[config.mk]
export PLATFORM = sky130hd
export DESIGN_NAME = memory_chunk_address_translation_unit
export DESIGN_NICKNAME = d
export VERILOG_FILES = /design/src/rtl/matu_pkg.sv /design/src/rtl/matu_cfg_regs.sv /design/src/rtl/matu_xlate.sv /design/src/rtl/memory_chunk_address_translation_unit.sv
export SDC_FILE = /design/constraint.sdc
export NUM_CORES = 2
export LEC_CHECK = 0
export BUFFER_PORTS_ARGS = -buffer_cell sky130_fd_sc_hd__buf_2
export CORE_UTILIZATION = 50
export DETAILED_ROUTE_END_ITERATION = 10
export PLACE_DENSITY_LB_ADDON = 0.2
export SYNTH_ARGS = -nofsm -noshare
export SYNTH_HDL_FRONTEND = slang
export SYNTH_SLANG_ARGS = --single-unit
[constraint.sdc]
create_clock -name clk_i -period 8.2 [get_ports clk_i]
set_input_delay 1.64 -clock clk_i [delete_from_list [all_inputs] [get_ports clk_i]]
set_output_delay 1.64 -clock clk_i [all_outputs]
set_load 0.03 [all_outputs]
[src/rtl/matu_pkg.sv]
// shared types and constants for the memory chunk address translation unit
// no dependencies; used by every rtl file of the block by scoped names

package matu_pkg;

  localparam int unsigned DATA_W      = 32;
  localparam int unsigned MAX_CHUNKS  = 4;
  localparam int unsigned CHUNK_IDX_W = 2;
  // eight 32-bit registers at byte addresses 4*i
  localparam int unsigned PADDR_W     = 5;
  localparam int unsigned REG_IDX_W   = 3;

  localparam int unsigned       NUM_CHUNKS_DEF = 4;
  localparam logic [DATA_W-1:0] VIRT_BASE_DEF  = 32'h0000_0000;
  localparam logic [DATA_W-1:0] ALL_ONES       = '1;

  typedef enum logic [1:0] {
    ACT_V2P = 2'd0,
    ACT_P2V = 2'd1,
    ACT_END = 2'd2
  } matu_action_e;

  // one table entry plus the values derived from it at write time
  typedef struct packed {
    logic [DATA_W-1:0] base;
    logic [DATA_W-1:0] size;
    logic [DATA_W-1:0] vstart;     // virtual start of the chunk
    logic [DATA_W-1:0] chunk_end;  // base + size
  } matu_chunk_t;

  typedef struct packed {
    logic [1:0]        action;
    logic [DATA_W-1:0] address;
    logic [DATA_W-1:0] length;
  } matu_item_t;

  typedef struct packed {
    logic [DATA_W-1:0]      address;
    logic                   found;
    logic [CHUNK_IDX_W-1:0] index;
  } matu_result_t;

endpackage

[src/rtl/matu_cfg_regs.sv]
// apb register file holding the chunk table and its derived virtual starts and ends
// depends on matu_pkg

module matu_cfg_regs #(
  parameter logic [matu_pkg::DATA_W-1:0] VIRT_BASE = matu_pkg::VIRT_BASE_DEF
) (
  input  logic                           clk_i,
  input  logic                           rst_ni,
  input  logic                           psel,
  input  logic                           penable,
  input  logic                           pwrite,
  input  logic [matu_pkg::PADDR_W-1:0]   paddr,
  input  logic [matu_pkg::DATA_W-1:0]    pwdata,
  output logic [matu_pkg::DATA_W-1:0]    prdata,
  output logic                           pready,
  output matu_pkg::matu_chunk_t          chunks_o [matu_pkg::MAX_CHUNKS]
);

  matu_pkg::matu_chunk_t                   chunk_q [matu_pkg::MAX_CHUNKS];
  matu_pkg::matu_chunk_t                   chunk_d [matu_pkg::MAX_CHUNKS];
  logic [matu_pkg::REG_IDX_W-1:0]          reg_idx;
  logic [matu_pkg::CHUNK_IDX_W-1:0]        sel;
  logic                                    wr_en;
  logic [matu_pkg::DATA_W-1:0]             size_delta;

  assign pready  = 1'b1;
  assign reg_idx = paddr[matu_pkg::PADDR_W-1:2];
  assign sel     = reg_idx[matu_pkg::REG_IDX_W-1:1];
  assign wr_en   = psel && penable && pwrite && pready;
  // change in size applies to the virtual start of every later chunk
  assign size_delta = pwdata - chunk_q[sel].size;

  always_comb begin
    chunk_d = chunk_q;
    if (wr_en) begin
      if (reg_idx[0]) begin
        chunk_d[sel].size      = pwdata;
        chunk_d[sel].chunk_end = chunk_q[sel].base + pwdata;
        for (int i = 1; i < int'(matu_pkg::MAX_CHUNKS); i++) begin
          if (sel < matu_pkg::CHUNK_IDX_W'(i)) begin
            chunk_d[i].vstart = chunk_q[i].vstart + size_delta;
          end
        end
      end else begin
        chunk_d[sel].base      = pwdata;
        chunk_d[sel].chunk_end = pwdata + chunk_q[sel].size;
      end
    end
  end

  always_ff @(posedge clk_i or negedge rst_ni) begin
    if (!rst_ni) begin
      for (int i = 0; i < int'(matu_pkg::MAX_CHUNKS); i++) begin
        chunk_q[i].base      <= '0;
        chunk_q[i].size      <= '0;
        chunk_q[i].vstart    <= VIRT_BASE;
        chunk_q[i].chunk_end <= '0;
      end
    end else begin
      chunk_q <= chunk_d;
    end
  end

  assign prdata   = reg_idx[0] ? chunk_q[sel].size : chunk_q[sel].base;
  assign chunks_o = chunk_q;

endmodule

[src/rtl/matu_xlate.sv]
// combinational lookup: one compare lane per chunk and a lowest-index priority pick
// depends on matu_pkg

module matu_xlate #(
  parameter int unsigned NUM_CHUNKS = matu_pkg::NUM_CHUNKS_DEF
) (
  input  matu_pkg::matu_item_t   item_i,
  input  matu_pkg::matu_chunk_t  chunks_i [matu_pkg::MAX_CHUNKS],
  output matu_pkg::matu_result_t result_o
);

  logic [matu_pkg::DATA_W-1:0] lane_addr [NUM_CHUNKS];
  logic [NUM_CHUNKS-1:0]       lane_hit;
  logic [matu_pkg::DATA_W-1:0] end_addr;

  assign end_addr = item_i.address + item_i.length;

  for (genvar i = 0; i < NUM_CHUNKS; i++) begin : g_lane
    logic [matu_pkg::DATA_W-1:0] voff;
    logic [matu_pkg::DATA_W-1:0] poff;

    assign voff = item_i.address - chunks_i[i].vstart;
    assign poff = item_i.address - chunks_i[i].base;

    always_comb begin
      lane_addr[i] = matu_pkg::ALL_ONES;
      lane_hit[i]  = 1'b0;
      unique case (matu_pkg::matu_action_e'(item_i.action))
        matu_pkg::ACT_V2P: begin
          lane_hit[i]  = voff < chunks_i[i].size;
          lane_addr[i] = chunks_i[i].base + voff;
        end
        matu_pkg::ACT_P2V: begin
          lane_hit[i]  = poff < chunks_i[i].size;
          lane_addr[i] = chunks_i[i].vstart + poff;
        end
        matu_pkg::ACT_END: begin
          lane_hit[i] = (chunks_i[i].size != '0) && (chunks_i[i].chunk_end == end_addr);
        end
        default: begin
          lane_hit[i] = 1'b0;
        end
      endcase
    end
  end

  // walk down so the lowest hitting lane wins
  always_comb begin
    result_o.address = matu_pkg::ALL_ONES;
    result_o.found   = 1'b0;
    result_o.index   = '0;
    for (int i = int'(NUM_CHUNKS) - 1; i >= 0; i--) begin
      if (lane_hit[i]) begin
        result_o.address = lane_addr[i];
        result_o.found   = 1'b1;
        result_o.index   = matu_pkg::CHUNK_IDX_W'(i);
      end
    end
  end

endmodule

[src/rtl/memory_chunk_address_translation_unit.sv]
// top level of the memory chunk address translation unit: input and result registers
// depends on matu_pkg, matu_cfg_regs and matu_xlate
//
// usage
// - input channel (in_valid_i / in_ready_o) carries one beat per request: action_i,
//   address_i and length_i. action 0 maps a virtual address to physical, 1 maps a
//   physical address to virtual, 2 tests whether address + length ends a chunk
// - output channel (out_valid_o / out_ready_i) returns one beat per request:
//   result_address_o, found_o and chunk_index_o; a miss gives all ones, found low,
//   index zero; the end test always gives all ones as address
// - the apb port writes the chunk table; each write also updates the chunk end, and a
//   size write also updates the virtual start of later chunks, so the table is ready on the next cycle
// - an accepted input beat passes the input register and then the result register; one
//   beat per cycle is sustained while the receiver takes every beat, as the lane compares
//   and the pick all fit between the input register and the result register
// - when the receiver stalls, the result register holds its beat and the input
//   register still takes one more beat; in_ready_o drops only while both are full
// - reset clears the chunk table (all chunks unused) and empties both registers

module memory_chunk_address_translation_unit #(
  parameter int unsigned                 NUM_CHUNKS = matu_pkg::NUM_CHUNKS_DEF,
  parameter logic [matu_pkg::DATA_W-1:0] VIRT_BASE  = matu_pkg::VIRT_BASE_DEF
) (
  input  logic                                clk_i,
  input  logic                                rst_ni,
  // apb configuration port
  input  logic                                psel,
  input  logic                                penable,
  input  logic                                pwrite,
  input  logic [matu_pkg::PADDR_W-1:0]        paddr,
  input  logic [matu_pkg::DATA_W-1:0]         pwdata,
  output logic [matu_pkg::DATA_W-1:0]         prdata,
  output logic                                pready,
  // request channel
  input  logic                                in_valid_i,
  output logic                                in_ready_o,
  input  logic [1:0]                          action_i,
  input  logic [matu_pkg::DATA_W-1:0]         address_i,
  input  logic [matu_pkg::DATA_W-1:0]         length_i,
  // result channel
  output logic                                out_valid_o,
  input  logic                                out_ready_i,
  output logic [matu_pkg::DATA_W-1:0]         result_address_o,
  output logic                                found_o,
  output logic [matu_pkg::CHUNK_IDX_W-1:0]    chunk_index_o
);

  matu_pkg::matu_chunk_t  chunks [matu_pkg::MAX_CHUNKS];
  matu_pkg::matu_item_t   item_q;
  matu_pkg::matu_result_t result_d;
  matu_pkg::matu_result_t result_q;
  logic                   item_valid_q;
  logic                   item_valid_d;
  logic                   out_valid_q;
  logic                   out_valid_d;
  logic                   res_ready;
  logic                   in_beat;

  matu_cfg_regs #(
    .VIRT_BASE (VIRT_BASE)
  ) u_cfg (
    .clk_i    (clk_i),
    .rst_ni   (rst_ni),
    .psel     (psel),
    .penable  (penable),
    .pwrite   (pwrite),
    .paddr    (paddr),
    .pwdata   (pwdata),
    .prdata   (prdata),
    .pready   (pready),
    .chunks_o (chunks)
  );

  matu_xlate #(
    .NUM_CHUNKS (NUM_CHUNKS)
  ) u_xlate (
    .item_i   (item_q),
    .chunks_i (chunks),
    .result_o (result_d)
  );

  // result register frees up when empty or its beat leaves this cycle
  assign res_ready  = !out_valid_q || out_ready_i;
  assign in_ready_o = !item_valid_q || res_ready;
  assign in_beat    = in_valid_i && in_ready_o;

  always_comb begin
    item_valid_d = item_valid_q;
    out_valid_d  = out_valid_q;
    if (in_ready_o) begin
      item_valid_d = in_valid_i;
    end
    if (res_ready) begin
      out_valid_d = item_valid_q;
    end
  end

  always_ff @(posedge clk_i or negedge rst_ni) begin
    if (!rst_ni) begin
      item_valid_q <= 1'b0;
      out_valid_q  <= 1'b0;
    end else begin
      item_valid_q <= item_valid_d;
      out_valid_q  <= out_valid_d;
    end
  end

  // payload registers, no reset needed
  always_ff @(posedge clk_i) begin
    if (in_beat) begin
      item_q.action  <= action_i;
      item_q.address <= address_i;
      item_q.length  <= length_i;
    end
    if (res_ready && item_valid_q) begin
      result_q <= result_d;
    end
  end

  assign out_valid_o      = out_valid_q;
  assign result_address_o = result_q.address;
  assign found_o          = result_q.found;
  assign chunk_index_o    = result_q.index;

endmodule

==> impl_metrics.py <==
metrics = {
    "grt": {
        "grt_pass1_vias": 60700,
        "grt_max_degree": 136,
        "grtUsageTotal": 0.407,
        "grt-ovfl-total": 0,
        "antenna_found_initial": 16,
        "grt_pass1_wl_um": 390000,
    },
    "drt": {
        "wl_per_cell_um": 28.1,
        "routed_wl_um": 274000,
        "ant_nets": 0,
        "vias": 62600,
        "vias_per_cell": 6.42,
        "drt_iter0_markers": 6910,
        "first_pass_iters": 8,
        "drc": 0,
    },
    "layout": {
        "multiInputGateArea_um2": 46900,
        "finish.instance_area_um2": 72200,
        "fin_nets": 8986,
        "final_core_util": 0.563,
        "layout-drive-gt1-share": 0.116,
        "finalNonFillerCells": 9757,
        "layout_common_cells": "ha_1 (899), nand2_1 (687), o21ai_0 (654)",
        "nFillCells": 11900,
        "layout_commonest_cell": "ha_1",
        "syn_to_final_growth_pct": 11.1,
        "final-seq-area_um2": 15100,
    },
    "logic_synthesis": {
        "yosysWarnings": 0,
        "yosys.area_share.xor_xnor": 0.0947,
        "async_flop_share": 0.827,
        "synth-simple-area-share": 0.147,
        "synth_top_family_by_area": "compound AO/OA/AOI/OAI gates",
        "ys_types": 106,
        "ys_ff_latch": 583,
        "synthMuxAreaShare": 0.0560,
        "syn_area_per_cell_um2": 8.47,
        "netlist_instances": 7671,
        "synth-edff-count": 101,
        "synth-compound-area-share": 0.243,
        "syn_area_um2": 64900,
        "ys_seq_area_frac": 0.232,
        "synth.net_count": 8701,
        "synthAdderAreaFrac": 0.180,
        "synthFlopType": "dfrtp_1",
    },
    "setup_path": {
        "worstSetupPathType": "flop to flop",
        "crit_path_start": "item_q[34]",
        "worst_ep_required_time_ns": 8.65,
        "crit_path_end_kind": "flop",
        "cp.arrival_ns": 8.58,
        "r2r-start": "item_q[34]",
        "cp-start-kind": "flop",
        "path_delay_family": "compound AO/OA/AOI/OAI gates",
        "crit_slowest_cell": "edfxtp_1",
        "max_stage_delay_ns": 0.73,
        "cp_num_buf_inv": 3,
        "path_max_fanout": 5,
    },
    "run_status": {
        "outcome": "finished clean",
    },
    "floorplanning": {
        "dieHeight_um": 362,
        "die-area_um2": 131000,
        "initial_core_util": 0.507,
        "row_count": 131,
        "coreArea_um2": 128000,
        "chipWidth_um": 362,
        "ioPinCount": 180,
    },
    "min_path": {
        "min_path_type": "flop to flop",
        "worstHoldStart": "item_valid_q",
    },
    "placement": {
        "placed_area_um2": 69300,
        "port_buffers": 176,
        "place.gp.congestion": 1.05,
        "dp.cells": 9604,
        "hpwl_um": 227000,
    },
    "clock_tree": {
        "post-cts-setup-buffer-count": 0,
        "cts_tree": "built",
        "clockBufferDepth": 3,
        "numCtsBuffers": 79,
        "htree_levels": 3,
        "clock_sinks": 583,
        "clk_latency_ns": 0.71,
        "cts-root-buf": "clkbuf_16",
        "hold_buffers": 0,
        "cts.clk_slew.worst_paths_ns": 0.06,
    },
    "power": {
        "ir_drop_v": 0.000313,
        "power_mw": 32.7,
        "power_density_nw_per_um2": 453,
        "p_leak_nw": 33.0,
    },
    "sta": {
        "hold_viol_final": 0,
        "slew_violations": 0,
        "period_share": 0.992,
        "setup_tns_ns": 0,
        "setup_viol": 0,
        "min_period_ns": 8.13,
        "relSlewSlack": 0.250,
        "rsz0062_at_grt": "no",
        "tightest_slew_ns": 1.12,
        "fmax_ghz": 0.123,
        "clock_skew_ns": 0.0320,
    },
    "flow_run": {
        "drv_cap": 0,
    },
}
-- worst paths after layout --
path | to | slack, ns | cells after the start
min in group asynchronous | u_cfg.chunks_o[24] | 0.85 | 1
max in group asynchronous | u_cfg.chunks_o[372] | 5.93 | 2
setup / recovery | found_o | 0.07 | 27
setup reg to reg | found_o | 0.07 | 27
hold reg to reg | out_valid_o | 0.49 | 1
hold / removal | out_valid_o | 0.49 | 1
-- cell type report --
class | instances | area share
Sequential cell | 583 | 0.209
Tap cell | 1729 | 0.0300
Clock buffer | 111 | 0.0313
Clock inverter | 36 | 0.00758
Inverter | 553 | 0.0288
Antenna cell | 6 | 0.000208
Multi-Input combinational cell | 6288 | 0.650
Timing Repair Buffer | 451 | 0.0433
-- synth_stat cells (37+ instances only) --
cell | number | area share
ha_1 | 899 | 0.17
nand2_1 | 692 | 0.040
o21ai_0 | 655 | 0.050
a21oi_1 | 570 | 0.044
inv_1 | 552 | 0.032
dfrtp_1 | 482 | 0.19
nor2_1 | 436 | 0.025
xnor2_1 | 414 | 0.056
a21o_1 | 305 | 0.035
xor2_1 | 229 | 0.031
clkbuf_1 | 207 | 0.012
mux2_2 | 172 | 0.030
o21a_1 | 150 | 0.017
nor3_1 | 132 | 0.010
nand2b_1 | 116 | 0.011
nand3_1 | 114 | 0.0088
nor2b_1 | 105 | 0.010
nand4_1 | 102 | 0.0098
edfxtp_1 | 101 | 0.047
o211ai_1 | 93 | 0.011
o21bai_1 | 82 | 0.0095
a211oi_1 | 66 | 0.0076
mux4_2 | 64 | 0.022
a31oi_1 | 63 | 0.0061
and3_1 | 57 | 0.0055
nor4_1 | 55 | 0.0053
o31ai_1 | 53 | 0.0061
or3_1 | 45 | 0.0043
or2_2 | 37 | 0.0036
-- stage by stage --
stage	hold slack (ns)	setup WS, ns
final	0.488	0.0691
after global routing	0.512	0.00817
after CTS	0.486	0.243
after detailed placement	0.469	0.259
after global placement	0.454	0.328
after floorplan	0.449	0.518
-- logic make-up (layout without fill, tap and decap cells) --
logic type,Yosys count,after routing
AO/OA/AOI/OAI,2441,2441
AND/OR/NAND/NOR,1998,1998
adder cells (fa/ha/maj),920,920
buffers and inverters,800,1151
XOR/XNOR,666,666
flip-flops,583,583
multiplexers,262,262
other,1,7
-- sequential cells by signal (all words and copies together), names as in the netlist --
name / cells
item_valid_q: 1
item_q: 66
result_address_o: 32
out_valid_o: 1
found_o: 1
chunk_index_o: 2
u_cfg.chunks_o: 480
-- report_power, final --
group	total, mW	switching [mW]	leakage (nW)	internal [mW]
Clock	3.83	1.55	1.35	2.29
Combinational	24.0	14.2	24.8	9.79
Sequential	4.88	1.12	6.89	3.76
Total	32.7	16.9	33.0	15.8
-- what timing repair did --
action | CTS | global route
setup endpoints to repair | 0 | 25
gates resized for setup | 0 | 3
endpoints found under the hold margin | 0 | 0
-- layer usage --
layer	track usage	share of wire	vias up
met2	0.624	0.43	2942
met3	0.112	0.11	491
li1	-	-	28600
met4	0.180	0.050	6
met1	0.532	0.41	30500
met5	0	0.00015	-
-- worst reg2reg max path: cells and delay by family, from the launching register on --
kind | cells | cell delay, ns
and+or+nand+nor | 7 | 1.53
AOI/OAI and AO/OA | 14 | 4.06
DFF | 1 | 0.73
adders and majority gates | 2 | 0.62
buffers and inverters | 3 | 0.77
xor gates and xnor gates | 1 | 0.15
No activity file was read; power rests on OpenSTA's default activity.
